File: src/rtl/core/rbs_cmp.sv
`timescale 1ns / 1ps

// interval merge: x against y, then z, two register stages
module rbs_cmp #(
    parameter int COORD_WIDTH = 32
) (
    input  logic                          i_clk,
    input  logic                          i_en,
    input  logic signed [COORD_WIDTH-1:0] i_txmin,
    input  logic signed [COORD_WIDTH-1:0] i_txmax,
    input  logic signed [COORD_WIDTH-1:0] i_tymin,
    input  logic signed [COORD_WIDTH-1:0] i_tymax,
    input  logic signed [COORD_WIDTH-1:0] i_tzmin,
    input  logic signed [COORD_WIDTH-1:0] i_tzmax,
    output logic                          o_ok,
    output logic signed [COORD_WIDTH-1:0] o_tmin
);

    logic                          r_ok1;
    logic signed [COORD_WIDTH-1:0] r_tmin1, r_tmax1, r_tzmin, r_tzmax;
    logic                          n_ok1, n_ok2;
    logic signed [COORD_WIDTH-1:0] n_tmin1, n_tmax1, n_tmin2;

    // x and y overlap and narrowing
    always_comb begin
        n_ok1   = !(i_txmin > i_tymax || i_tymin > i_txmax);
        n_tmin1 = (i_tymin > i_txmin) ? i_tymin : i_txmin;
        n_tmax1 = (i_tymax < i_txmax) ? i_tymax : i_txmax;
    end

    always_ff @(posedge i_clk) begin
        if (i_en) begin
            r_ok1   <= n_ok1;
            r_tmin1 <= n_tmin1;
            r_tmax1 <= n_tmax1;
            r_tzmin <= i_tzmin;
            r_tzmax <= i_tzmax;
        end
    end

    // z overlap and final entry
    always_comb begin
        n_ok2   = r_ok1 && !(r_tmin1 > r_tzmax || r_tzmin > r_tmax1);
        n_tmin2 = (r_tzmin > r_tmin1) ? r_tzmin : r_tmin1;
    end

    always_ff @(posedge i_clk) begin
        if (i_en) begin
            o_ok   <= n_ok2;
            o_tmin <= n_tmin2;
        end
    end

endmodule

File: config.mk
export PLATFORM = sky130hd
export DESIGN_NAME = rbs_cmp
export DESIGN_NICKNAME = d
export VERILOG_FILES = /design/src/rtl/core/rbs_cmp.sv
export SDC_FILE = /design/constraint.sdc
export NUM_CORES = 1
export LEC_CHECK = 0
export BUFFER_PORTS_ARGS = -buffer_cell sky130_fd_sc_hd__buf_2
export CAP_MARGIN = 10
export CORE_AREA = 2 2 183 185
export CTS_CLUSTER_SIZE = 28
export DETAILED_ROUTE_END_ITERATION = 10
export DIE_AREA = 0 0 185 187
export GPL_ROUTABILITY_DRIVEN = 0
export SLEW_MARGIN = 30
export SYNTH_ARGS = -nofsm -noshare
export SYNTH_HDL_FRONTEND = slang
export SYNTH_SLANG_ARGS = --single-unit
File: constraint.sdc
create_clock -name i_clk -period 7.8 [get_ports i_clk]
set_input_delay 0.39 -clock i_clk [delete_from_list [all_inputs] [get_ports i_clk]]
set_output_delay 0.39 -clock i_clk [all_outputs]
set_load 0.05 [all_outputs]
* Word-level counts from Yosys, hierarchy flattened *
Index checks and enable logic that the tools add are counted.

operators by class
  $lt $le $gt $ge = 7
  multiplexer cells = 3
  reduce and logical (&&, ||, !) cells = 5

operator list
  operator                     count
  > comparator 32 bit          6
  two-way mux 32 bit           3
  less-than comparator 32 bit  1
  logical NOT 1 bit            2
  logical OR 1 bit             2
  logical AND 1 bit            1

storage, ports and cells
  register bits after elaboration = 162
  logic and storage cells = 22

* Depth between registers and ports, before layout *
Gate-level depths: netlist of run 1.

  depth after elaboration = 4
  gate-level depth with buffers = 11
  depth with buffers taken out = 9

* Least setup slack after synthesis of run 1 *
No wires, ideal clock.

  path type = input-to-reg
  start = input port i_txmax[1]
  end = register r_tmax1[0] (data pin)
  data arrival time = 2306 ps
  slack = 5232 ps
  stages = 8
  buffers on the path = 0
  cell sequence = inv_1 -> ha_1 -> a2111oi_2 -> nor4_1 -> a2111oi_4 -> nor4_2 -> o31ai_4 -> mux2_1

between the ends
  longest elaborated chain between the ends = 2

RTL lines
  item                         line  text
  start, declared              10    input logic signed [COORD_WIDTH-1:0] i_txmax,
  less-than comparator 32 bit  28    n_tmax1 = (i_tymax < i_txmax) ? i_tymax : i_txmax;
  two-way mux 32 bit           28
  via n_tmax1[0]               22    logic signed [COORD_WIDTH-1:0] n_tmin1, n_tmax1, n_tmin2;
  end signal, assigned         35    r_tmax1 <= n_tmax1;
  end, declared                20    logic signed [COORD_WIDTH-1:0] r_tmin1, r_tmax1, r_tzmin, r_tzmax;

The timed path passes the listed nets, and every way through them passes these cells.
A chain may end at the register's enable or synchronous reset.

* Worst setup path in the final report of run 1 *
  start = register r_tmin1[31]
  end = register o_tmin[29] (data pin)

between the ends
  longest elaborated chain between the ends = 2

RTL lines
  item                    line  text
  start, declared         20
  start signal, assigned  34    r_tmin1 <= n_tmin1;
  > comparator 32 bit     44    n_tmin2 = (r_tzmin > r_tmin1) ? r_tzmin : r_tmin1;
  two-way mux 32 bit      44
  via n_tmin2[29]         22
  end signal, assigned    50    o_tmin <= n_tmin2;
  end, declared           16    output logic signed [COORD_WIDTH-1:0] o_tmin

The timed path passes the listed nets, and every way through them passes these cells.

==> impl_metrics.env, run 1 <==
export IMPL_layout_min_cycle_time_ns=3.32
export IMPL_cts_buffers_inserted=17
export IMPL_timing_hold_worst_class="input pin to register"
export IMPL_timing_final_setup_violations=0
export IMPL_finalNetCount=1899
export IMPL_grt_pass1_wl_um=60900
export IMPL_required_ns=7.98
export IMPL_clockRootBuffer="sky130_fd_sc_hd__clkbuf_16"
export IMPL_worstMarginPinSlew_ns=0.928
export IMPL_endpoint_kind="register"
export IMPL_wl_um=39800
export IMPL_number_of_warning_messages_in_the_yosys_log=0
export IMPL_async_reset_ff_share_pct=0
export IMPL_fill_cells=3142
export IMPL_area_share_of_the_leading_cell_type_in_the_synthesized_netlist_pct=37.9
export IMPL_die_h_um=187
export IMPL_first_global_vias=10600
export IMPL_postLayoutSetupSlackWorst_ns=4.48
export IMPL_grt_setup_unrepaired="false"
export IMPL_post_synth_edffs=162
export IMPL_critical_path_launch_point_type="register"
export IMPL_syn_instance_count=1267
export IMPL_fin_tns_setup_ns=0
export IMPL_synthToLayoutAreaGrowth_pct=17.2
export IMPL_postSynthRegisterBits=162
export IMPL_register_area_um2=4860
export IMPL_clkSinkCount=162
export IMPL_fin_worst_skew_ns=0.00845
export IMPL_timing_max_slew_rel_slack_pct=38.2
export IMPL_final_period_utilization_pct=42.6
export IMPL_outcome="finished, final reports clean"
export IMPL_clock_fmax_mhz=301
export IMPL_dp_hpwl_um=31000
export IMPL_core_area_um2=32900
export IMPL_cellPowerDensity_nw_per_um2=206
export IMPL_cts_max_level=4
export IMPL_synth_area_per_cell_um2=10.1
export IMPL_first_pass_iters=5
export IMPL_pin_count_of_the_biggest_net_entering_global_routing=107
export IMPL_report_final_slew_viol_count=0
export IMPL_compound_gate_fraction_of_synth_area_pct=19.0
export IMPL_detailroute_via_count=10700
export IMPL_placement_setup_worst_slack_ns=4.02
export IMPL_viasPerCell=5.52
export IMPL_worst_ep_arrival_time_ns=3.51
export IMPL_total_power_w=0.00309
export IMPL_cts_tree="yes"
export IMPL_worst_skew_pair_late_latency_ns=0.43
export IMPL_post_route_cells_drive_above_1_share_pct=23.1
export IMPL_clock_tree_buffer_depth=2
export IMPL_post_cts_resized_instances=0
export IMPL_std_cell_rows=67
export IMPL_synth_area_um2=12800
export IMPL_remaining_global_route_overflow=0
export IMPL_hold_buffers=0
export IMPL_yosys_cell_types_count=53
export IMPL_worst_hold_slack_ns=0.132
export IMPL_synth_top_family_by_area="adder cells"
export IMPL_synthXorXnorAreaFrac_pct=0.137
export IMPL_num_io_pins=227
export IMPL_wire_per_inst_um=20.5
export IMPL_multiplexer_area_fraction_after_synthesis_pct=2.59
export IMPL_antenna_found_initial=1
export IMPL_path_class="register to register"
export IMPL_syn_num_nets=1684
export IMPL_multi_input_area_um2=7020
export IMPL_finalHoldViolations=0
export IMPL_synth_seq_area_share_pct=37.9
export IMPL_ys_dominant_reg_cell="sky130_fd_sc_hd__edfxtp_1"
export IMPL_leakagePower_nw=7.14
export IMPL_groute_usage_overall_pct=23.1
export IMPL_detail_route_antenna_nets=0
export IMPL_synthDominantAreaCellType="sky130_fd_sc_hd__edfxtp_1"
export IMPL_clock_transition_at_the_registers_of_the_reported_paths_ns=0.07
export IMPL_synth_adder_area_share_pct=21.8
export IMPL_synthTopCellsByArea="sky130_fd_sc_hd__edfxtp_1, sky130_fd_sc_hd__ha_1, sky130_fd_sc_hd__inv_1"
export IMPL_crit_fanout=36
export IMPL_fin_util_pct=45.7
export IMPL_timing_max_cap_violations=0
export IMPL_die_width_um=185
export IMPL_synthSimpleGateAreaFrac_pct=11.1
export IMPL_route_detailed_drc=0
export IMPL_peakVddDrop_mv=0.157
export IMPL_design_die_area_um2=34600
export IMPL_numPortBuffers=226
export IMPL_detailedRoute_firstIterationViolations=832
export IMPL_cts_post_setup_buffers_inserted=0
export IMPL_starting_density_pct=39.0
[critical path, stage by stage (launching register included)]
cell	delay, ns
sky130_fd_sc_hd__edfxtp_1	0.44
sky130_fd_sc_hd__inv_1	0.07
sky130_fd_sc_hd__ha_1	0.31
sky130_fd_sc_hd__buf_4	0.38
sky130_fd_sc_hd__a21oi_1	0.18
sky130_fd_sc_hd__o211ai_2	0.10
sky130_fd_sc_hd__buf_4	0.42
sky130_fd_sc_hd__a21o_1	0.18
sky130_fd_sc_hd__nand3_2	0.36
sky130_fd_sc_hd__buf_16	0.32
sky130_fd_sc_hd__o221a_2	0.28
[report_power, final]
part / switching, W / internal, W / leakage, nW
Combinational: 0.000654 / 0.000414 / 5.30
Clock: 0.000359 / 0.000469 / 0.266
Sequential: 0.0000838 / 0.00111 / 1.58
Total: 0.00110 / 0.00199 / 7.14
[final timing paths]
kind                    start         end  slack (ns)  cells after the start
hold / removal     i_tzmin[3]  r_tzmin[3]        0.13                      1
setup / recovery  r_tmin1[31]  o_tmin[29]        4.48                     10
setup reg to reg  r_tmin1[31]  o_tmin[29]        4.48                     10
hold reg to reg    r_tmin1[9]   o_tmin[9]        0.68                      1
[through the flow]
stage	cells	instance area, um^2
floorplan	1267	12800
global placement	1909	14400
detailed placement	1911	14500
CTS	1942	15000
global route	1943	15000
finish	1943	15000
[state kept, by name, summed over array words and instances (netlist names)]
name and count:
o_ok 1, o_tmin 32, r_ok1 1, r_tmax1 32, r_tmin1 32, r_tzmax 32, r_tzmin 32
[layer usage]
metal	up-vias	routed length, um	global-route usage, %	share of wire [%]
li1	5188	-	-	-
met1	5087	18700	33.9	47
met2	402	17300	34.8	44
met3	53	2720	3.25	6.8
met4	0	1080	7.91	2.7
met5	-	0	0	0
[Yosys cell counts (18+ instances only)]
library cell,instances
sky130_fd_sc_hd__a21o_1,31
sky130_fd_sc_hd__a21oi_1,90
sky130_fd_sc_hd__clkbuf_1,24
sky130_fd_sc_hd__edfxtp_1,162
sky130_fd_sc_hd__ha_1,223
sky130_fd_sc_hd__inv_1,196
sky130_fd_sc_hd__mux2i_1,32
sky130_fd_sc_hd__nand2_1,47
sky130_fd_sc_hd__nand3_1,18
sky130_fd_sc_hd__nand4_1,40
sky130_fd_sc_hd__nor2_1,77
sky130_fd_sc_hd__nor3_1,69
sky130_fd_sc_hd__o21ai_0,22
sky130_fd_sc_hd__o21bai_1,63
sky130_fd_sc_hd__o221a_2,62
[layout make-up]
cell class	instances	share of cell area, %
clock buffers	18	2.86
flip-flops and latches	162	32.4
diodes	1	0.0167
well taps	448	3.73
inverters	196	4.90
repair buffers	239	8.50
clock inverters	13	0.924
multi-input cells	866	46.7
[cell usage in the layout (no fill, tap or decap), types with 2 or more instances in the layout]
| master | instances |
|---|---|
| sky130_fd_sc_hd__o211ai_1 | 9 |
| sky130_fd_sc_hd__a21oi_1 | 88 |
| sky130_fd_sc_hd__edfxtp_1 | 162 |
| sky130_fd_sc_hd__mux2i_1 | 32 |
| sky130_fd_sc_hd__nor3_1 | 69 |
| sky130_fd_sc_hd__clkinv_2 | 2 |
| sky130_fd_sc_hd__nor4_1 | 8 |
| sky130_fd_sc_hd__clkinv_4 | 3 |
| sky130_fd_sc_hd__o211ai_2 | 2 |
| sky130_fd_sc_hd__and4_1 | 11 |
| sky130_fd_sc_hd__buf_2 | 225 |
| sky130_fd_sc_hd__buf_4 | 11 |
| sky130_fd_sc_hd__a21o_1 | 31 |
| sky130_fd_sc_hd__o21a_1 | 4 |
| sky130_fd_sc_hd__clkinvlp_4 | 4 |
| sky130_fd_sc_hd__nand3_1 | 17 |
| sky130_fd_sc_hd__buf_16 | 2 |
| sky130_fd_sc_hd__nor2_1 | 77 |
| sky130_fd_sc_hd__nand2_1 | 47 |
| sky130_fd_sc_hd__nor2b_1 | 5 |
| sky130_fd_sc_hd__nor3b_1 | 2 |
| sky130_fd_sc_hd__a221o_1 | 3 |
| sky130_fd_sc_hd__bufinv_16 | 2 |
| sky130_fd_sc_hd__nand4_1 | 40 |
| sky130_fd_sc_hd__o21bai_1 | 63 |
| sky130_fd_sc_hd__a21boi_0 | 3 |
| sky130_fd_sc_hd__o221a_2 | 62 |
| sky130_fd_sc_hd__a211oi_1 | 6 |
| sky130_fd_sc_hd__o21ai_0 | 22 |
| sky130_fd_sc_hd__clkbuf_16 | 17 |
| sky130_fd_sc_hd__a221oi_1 | 6 |
| sky130_fd_sc_hd__ha_1 | 223 |
| sky130_fd_sc_hd__a21oi_2 | 2 |
| sky130_fd_sc_hd__nand2b_1 | 3 |
| sky130_fd_sc_hd__a31o_2 | 2 |
| sky130_fd_sc_hd__and2_0 | 2 |
| sky130_fd_sc_hd__o311ai_0 | 2 |
| sky130_fd_sc_hd__inv_1 | 196 |
| sky130_fd_sc_hd__a21bo_2 | 2 |
[cell families (layout without fill, tap and decap cells)]
kind of cell    count (synthesis)  in the layout
xor+xnor                        2              2
compound gates                320            320
buf+inv                       239            466
flops                         162            162
mux                            33             33
simple gates                  288            288
fa+ha+maj                     223            223
other cells                     0              1
Power figures use the tool's default switching activity.
==> run 2, diff against run 1 <==
--- a/config.mk
+++ b/config.mk
@@ -5,12 +5,13 @@
 export SDC_FILE = /design/constraint.sdc
 export NUM_CORES = 1
 export LEC_CHECK = 0
+export ABC_AREA = 1
 export BUFFER_PORTS_ARGS = -buffer_cell sky130_fd_sc_hd__buf_2
 export CAP_MARGIN = 10
-export CORE_AREA = 2 2 183 185
+export CORE_AREA = 2 2 181 183
 export CTS_CLUSTER_SIZE = 28
 export DETAILED_ROUTE_END_ITERATION = 10
-export DIE_AREA = 0 0 185 187
+export DIE_AREA = 0 0 183 185
 export GPL_ROUTABILITY_DRIVEN = 0
 export SLEW_MARGIN = 30
 export SYNTH_ARGS = -nofsm -noshare
==> constraint.sdc (replaced) <==
create_clock -name i_clk -period 3.3 [get_ports i_clk]
set_input_delay 0.165 -clock i_clk [delete_from_list [all_inputs] [get_ports i_clk]]
set_output_delay 0.165 -clock i_clk [all_outputs]
set_load 0.05 [all_outputs]
==> run 2 against run 1 <==
Non-clock buffer count rose by 63. Critical path depth is 1 higher. Clock power grew 130%. Cell area up 2.0%. Synthesized cell count increased by 12%. Maximum frequency increased by 19%. Largest power group unchanged.
==> impl_metrics.env, run 2 <==
export IMPL_core_area_um2=32000
export IMPL_die_width_um=183
export IMPL_numPortBuffers=226
export IMPL_post_route_cells_drive_above_1_share_pct=23.6
export IMPL_detailedRoute_firstIterationViolations=649
export IMPL_synthXorXnorAreaFrac_pct=0
export IMPL_crit_fanout=32
export IMPL_worst_ep_arrival_time_ns=2.98
export IMPL_crit_reg2reg_launch="r_tmin1[31]"
export IMPL_clock_tree_buffer_depth=2
export IMPL_cts_max_level=4
export IMPL_finalHoldViolations=0
export IMPL_first_pass_iters=5
export IMPL_peakVddDrop_mv=0.355
export IMPL_multiplexer_area_fraction_after_synthesis_pct=0
export IMPL_std_cell_rows=66
export IMPL_timing_hold_worst_class="input pin to register"
export IMPL_worst_skew_pair_late_latency_ns=0.43
export IMPL_report_final_slew_viol_count=0
export IMPL_final_cells=2125
export IMPL_synth_area_um2=12600
export IMPL_syn_num_nets=1835
export IMPL_clock_transition_at_the_registers_of_the_reported_paths_ns=0.07
export IMPL_clkSinkCount=162
export IMPL_detail_route_antenna_nets=0
export IMPL_path_class="register to register"
export IMPL_outcome="finished, final reports clean"
export IMPL_grt_setup_unrepaired="false"
export IMPL_fin_tns_setup_ns=0
export IMPL_synth_seq_area_share_pct=38.5
export IMPL_synthDominantAreaCellType="sky130_fd_sc_hd__edfxtp_1"
export IMPL_compound_gate_fraction_of_synth_area_pct=6.28
export IMPL_wl_um=34800
export IMPL_dp_hpwl_um=28300
export IMPL_final_period_utilization_pct=84.8
export IMPL_synthToLayoutAreaGrowth_pct=21.4
export IMPL_final_common_cell="sky130_fd_sc_hd__nand2_1"
export IMPL_placed_cells=2028
export IMPL_area_share_of_the_leading_cell_type_in_the_synthesized_netlist_pct=38.5
export IMPL_groute_usage_overall_pct=20.8
export IMPL_synth_adder_area_share_pct=22.1
export IMPL_synthTopCellsByArea="sky130_fd_sc_hd__edfxtp_1, sky130_fd_sc_hd__ha_1, sky130_fd_sc_hd__nand2_1"
export IMPL_clockRootBuffer="sky130_fd_sc_hd__clkbuf_16"
export IMPL_synthSimpleGateAreaFrac_pct=24.1
export IMPL_worstMarginPinSlew_ns=0.628
export IMPL_wire_per_inst_um=16.4
export IMPL_worst_setup_path_endpoint="o_tmin[22]"
export IMPL_startpoint="r_tmin1[31]"
export IMPL_placement_setup_worst_slack_ns=0.451
export IMPL_cts_post_setup_buffers_inserted=0
export IMPL_synth_cell_count_leaders="sky130_fd_sc_hd__nand2_1, sky130_fd_sc_hd__inv_1, sky130_fd_sc_hd__ha_1"
export IMPL_synth_area_per_cell_um2=8.91
export IMPL_synth_most_common_cell="sky130_fd_sc_hd__nand2_1"
export IMPL_num_io_pins=227
export IMPL_layout_min_cycle_time_ns=2.80
export IMPL_required_ns=3.48
export IMPL_worst_hold_slack_ns=0.0576
export IMPL_post_cts_resized_instances=0
export IMPL_synth_top_family_by_area="simple AND/OR/NAND/NOR gates"
export IMPL_finalNetCount=2120
export IMPL_route_detailed_drc=0
export IMPL_timing_final_setup_violations=0
export IMPL_antenna_found_initial=1
export IMPL_post_synth_edffs=162
export IMPL_first_global_vias=10100
export IMPL_die_h_um=185
export IMPL_design_die_area_um2=33900
export IMPL_fin_worst_skew_ns=0.0106
export IMPL_async_reset_ff_share_pct=0
export IMPL_ys_dominant_reg_cell="sky130_fd_sc_hd__edfxtp_1"
export IMPL_critical_path_launch_point_type="register"
export IMPL_leakagePower_nw=7.86
export IMPL_detailroute_via_count=10600
export IMPL_most_common_layout_cells="sky130_fd_sc_hd__nand2_1, sky130_fd_sc_hd__inv_1, sky130_fd_sc_hd__buf_2"
export IMPL_reg2reg_slack_ns=0.50
export IMPL_remaining_global_route_overflow=0
export IMPL_timing_max_cap_violations=0
export IMPL_cts_buffers_inserted=17
export IMPL_endpoint_kind="register"
export IMPL_timing_reg2reg_worst_path_depth=11
export IMPL_grt_pass1_wl_um=54300
export IMPL_yosys_cell_types_count=28
export IMPL_postLayoutSetupSlackWorst_ns=0.502
export IMPL_number_of_warning_messages_in_the_yosys_log=0
export IMPL_cts_tree="yes"
export IMPL_rr_endpoint="o_tmin[22]"
export IMPL_starting_density_pct=39.4
export IMPL_pin_count_of_the_biggest_net_entering_global_routing=71
export IMPL_viasPerCell=5.00
export IMPL_syn_instance_count=1418
export IMPL_clock_fmax_mhz=357
export IMPL_cellPowerDensity_nw_per_um2=458
export IMPL_timing_max_slew_rel_slack_pct=58.2
export IMPL_postSynthRegisterBits=162
-- run 2: layer usage --
layer | part of all wire [%] | wire [um] | vias up | GRT usage (%)
li1 | - | - | 5407 | -
met1 | 49 | 17000 | 4871 | 30.1
met2 | 44 | 15300 | 293 | 32.0
met3 | 4.1 | 1420 | 56 | 2.38
met4 | 3.0 | 1050 | 0 | 7.74
met5 | 0 | 0 | - | 0
-- run 2: cell families (layout without fill, tap and decap cells) --
kind of cell,after synthesis,in the layout
other cells,0,1
simple gates,612,612
fa+ha+maj,223,223
compound gates,149,149
flops,162,162
buf+inv,272,570
-- run 2: layout make-up --
class	instances	area, um^2
fillers	3044	16700
multi-input cells	984	6630
flip-flops and latches	162	4860
repair buffers	302	1880
inverters	236	886
well taps	408	510
clock buffers	17	425
clock inverters	15	134
diodes	1	2.50
-- run 2: what timing repair did --
action | CTS | global route
hold buffers | 64 | 0
endpoints found under the hold margin | 64 | 0
setup endpoints to repair | 0 | 0
-- run 2: per-stage QoR --
| step | util [%] | cell area [um^2] | power [W] |
|---|---|---|---|
| after detailed placement | 44.1 | 14100 | 0.00514 |
| final | 47.9 | 15300 | 0.00702 |
| after CTS | 47.8 | 15300 | 0.00707 |
| after floorplan | - | 12600 | 0.00447 |
| after global placement | 44.1 | 14100 | 0.00507 |
| after global routing | 47.9 | 15300 | 0.00747 |
-- run 2: critical path: stages, from the launching register on --
cell and delay [ns]:
sky130_fd_sc_hd__edfxtp_1 0.46, sky130_fd_sc_hd__inv_1 0.07, sky130_fd_sc_hd__ha_1 0.41, sky130_fd_sc_hd__nand2_2 0.09, sky130_fd_sc_hd__nor2_2 0.14, sky130_fd_sc_hd__nand4_2 0.12, sky130_fd_sc_hd__nor3_2 0.26, sky130_fd_sc_hd__nand2_1 0.14
sky130_fd_sc_hd__nand3_2 0.11, sky130_fd_sc_hd__nand3_4 0.45, sky130_fd_sc_hd__nand2_2 0.21, sky130_fd_sc_hd__nand2_2 0.06
-- run 2: worst min path at each step --
stage                      startpoint     endpoint  slack [ns]  cells after the start
after floorplan            i_tzmax[0]   r_tzmax[0]        0.26                      0
after global placement     i_tzmin[0]   r_tzmin[0]        0.34                      1
after detailed placement  i_tzmax[27]  r_tzmax[27]        0.34                      1
after CTS                 i_txmax[26]  r_tmax1[26]        0.03                      3
after global routing      i_txmax[13]  r_tmax1[13]        0.06                      3
final                     i_txmax[26]  r_tmax1[26]        0.06                      3
-- run 2: where the power goes --
part           leakage, nW  switching, W  internal (W)
sequential            1.59      0.000174       0.00262
clock                0.260      0.000824       0.00104
combinational         6.01       0.00152      0.000830
total                 7.86       0.00252       0.00450
==> run 3, diff against run 2 <==
==> constraint.sdc (replaced) <==
create_clock -name i_clk -period 2.9 [get_ports i_clk]
set_input_delay 0.145 -clock i_clk [delete_from_list [all_inputs] [get_ports i_clk]]
set_output_delay 0.145 -clock i_clk [all_outputs]
set_load 0.05 [all_outputs]
==> run 3 against run 2 <==
Flip-flop and latch count did not move. Core utilization rose by 0.66 points. First-iteration DRC count down 20%. Via count increased by 0.43%. Power rose by 19%. Cell area rose by 1.4%. Largest power group unchanged.
==> impl_metrics.env, run 3 (synthesis gave the netlist of run 2 again) <==
export IMPL_outcome="finished, final reports clean"
export IMPL_route_detailed_drc=0
export IMPL_cts_max_level=4
export IMPL_required_ns=3.08
export IMPL_final_common_cell="sky130_fd_sc_hd__nand2_1"
export IMPL_finalNetCount=2129
export IMPL_crit_fanout=14
export IMPL_first_global_vias=10400
export IMPL_dp_hpwl_um=28700
export IMPL_viasPerCell=5.00
export IMPL_wl_um=35400
export IMPL_final_period_utilization_pct=92.4
export IMPL_clockRootBuffer="sky130_fd_sc_hd__clkbuf_16"
export IMPL_most_common_layout_cells="sky130_fd_sc_hd__nand2_1, sky130_fd_sc_hd__inv_1, sky130_fd_sc_hd__buf_2"
export IMPL_remaining_global_route_overflow=0
export IMPL_std_cell_rows=66
export IMPL_grt_setup_unrepaired="false"
export IMPL_cts_tree="yes"
export IMPL_hold_end="r_tmin1[11]"
export IMPL_clkSinkCount=162
export IMPL_layout_min_cycle_time_ns=2.68
export IMPL_timing_critical_path_cells="inv_1, ha_1, nand2_2, nor2_2, nand4_2, nor3_2, nand2_1, nand3_2, nand3_4, buf_4, nand2_2, nand2_2"
export IMPL_detail_route_antenna_nets=0
export IMPL_worstMarginPinSlew_ns=0.742
export IMPL_timing_max_slew_rel_slack_pct=50.5
export IMPL_cts_post_setup_buffers_inserted=0
export IMPL_crit_path_max_incr_delay_ns=0.46
export IMPL_detailedRoute_firstIterationViolations=521
export IMPL_groute_usage_overall_pct=21.2
export IMPL_worst_ep_arrival_time_ns=2.86
export IMPL_fill_cells=3048
export IMPL_reg2reg_slack_ns=0.22
export IMPL_total_power_w=0.00838
export IMPL_peakVddDrop_mv=0.341
export IMPL_crit_reg2reg_launch="r_tmin1[31]"
export IMPL_min_path_cells=3
export IMPL_critical_path_most_common_cell="sky130_fd_sc_hd__nand2_2"
export IMPL_starting_density_pct=39.4
export IMPL_antenna_found_initial=2
export IMPL_fin_tns_setup_ns=0
export IMPL_critical_path_launch_point_type="register"
export IMPL_design_die_area_um2=33900
export IMPL_num_io_pins=227
export IMPL_grt_pass1_wl_um=55100
export IMPL_cts_buffers_inserted=17
export IMPL_first_pass_iters=5
export IMPL_die_width_um=183
export IMPL_cellPowerDensity_nw_per_um2=539
export IMPL_timing_final_setup_violations=0
export IMPL_cp_buffers_inverters=2
export IMPL_clock_transition_at_the_registers_of_the_reported_paths_ns=0.07
export IMPL_synthToLayoutAreaGrowth_pct=23.0
export IMPL_timing_reg2reg_worst_path_depth=12
export IMPL_detailroute_via_count=10700
export IMPL_path_delay_family="simple AND/OR/NAND/NOR gates"
export IMPL_report_final_slew_viol_count=0
export IMPL_final_cells=2135
export IMPL_endpoint_kind="register"
export IMPL_finalHoldViolations=0
export IMPL_leakagePower_nw=7.97
export IMPL_placed_cells=2034
export IMPL_core_area_um2=32000
export IMPL_die_h_um=185
export IMPL_clock_fmax_mhz=373
export IMPL_startpoint_of_the_lowest_slack_hold_path="i_txmin[11]"
export IMPL_path_class="register to register"
export IMPL_clock_tree_buffer_depth=2
export IMPL_timing_max_cap_violations=0
export IMPL_numPortBuffers=226
export IMPL_wire_per_inst_um=16.6
export IMPL_rr_endpoint="o_tmin[25]"
export IMPL_pin_count_of_the_biggest_net_entering_global_routing=75
export IMPL_fin_util_pct=48.5
export IMPL_worst_skew_pair_late_latency_ns=0.44
export IMPL_post_route_cells_drive_above_1_share_pct=23.7
export IMPL_fin_worst_skew_ns=0.0160
export IMPL_timing_hold_worst_class="input pin to register"
export IMPL_worst_path_max_delay_cell="sky130_fd_sc_hd__edfxtp_1"
-- run 3: cell types whose count changed in the layout (fill, tap and decap cells not counted), moves of 2 or more --
cell,change
sky130_fd_sc_hd__buf_12,+4
sky130_fd_sc_hd__buf_4,+2
sky130_fd_sc_hd__bufinv_16,+4
sky130_fd_sc_hd__clkbuf_1,+2
sky130_fd_sc_hd__clkinvlp_4,-3
sky130_fd_sc_hd__dlygate4sd3_1,+3
sky130_fd_sc_hd__inv_6,-3
-- run 3: layer usage --
metal	up-vias	global-route usage, %	share of wire, %
met5	-	0	0
met2	318	33.0	44
met4	0	7.01	2.2
li1	5432	-	-
met1	4879	30.6	49
met3	44	2.52	5.3
-- run 3: stage by stage --
step | hold slack [ns] | setup slack (ns) | cell area (um^2)
after floorplan | 0.244 | 0.849 | 12600
after global placement | 0.322 | 0.220 | 14200
after detailed placement | 0.323 | 0.200 | 14200
after CTS | 0.000348 | 0.182 | 15500
after global routing | 0.0193 | 0.0267 | 15500
final | 0.0207 | 0.219 | 15500
-- run 3: report_power, final --
part           total [W]  leakage [nW]  switching (W)  internal (W)
logic            0.00268          6.08        0.00170      0.000986
clock network    0.00248         0.305       0.000949       0.00153
registers        0.00322          1.59       0.000229       0.00299
-- run 3: cell type report --
| type | instances | area, um^2 | area share [%] |
|---|---|---|---|
| clock inverter | 13 | 209 | 1.34 |
| sequential | 162 | 4860 | 31.3 |
| tap | 408 | 510 | 3.28 |
| timing repair buffer | 311 | 2010 | 12.9 |
| antenna | 2 | 5.00 | 0.0322 |
| multi-input combinational | 984 | 6630 | 42.7 |
| clock buffer | 19 | 433 | 2.79 |
| inverter | 236 | 886 | 5.70 |
-- run 3: repair_timing --
action / CTS / global route
gates resized for setup: 0 / 0
endpoints found under the hold margin: 67 / 0
hold buffers: 67 / 0
-- run 3: worst min-delay path: stages --
cell                      delay, ns
sky130_fd_sc_hd__buf_2         0.12
sky130_fd_sc_hd__nand2_2       0.06
sky130_fd_sc_hd__nand2_2       0.04
-- run 3: how the worst max path moves through the flow --
stage / endpoint / cells after the start / start
after CTS: o_tmin[25] / 12 / r_tmin1[31]
final: o_tmin[25] / 12 / r_tmin1[31]
after detailed placement: o_tmin[24] / 12 / r_tmin1[31]
after global placement: o_tmin[24] / 12 / r_tmin1[31]
after global routing: o_tmin[25] / 12 / r_tmin1[31]
after floorplan: o_tmin[10] / 11 / r_tzmin[31]
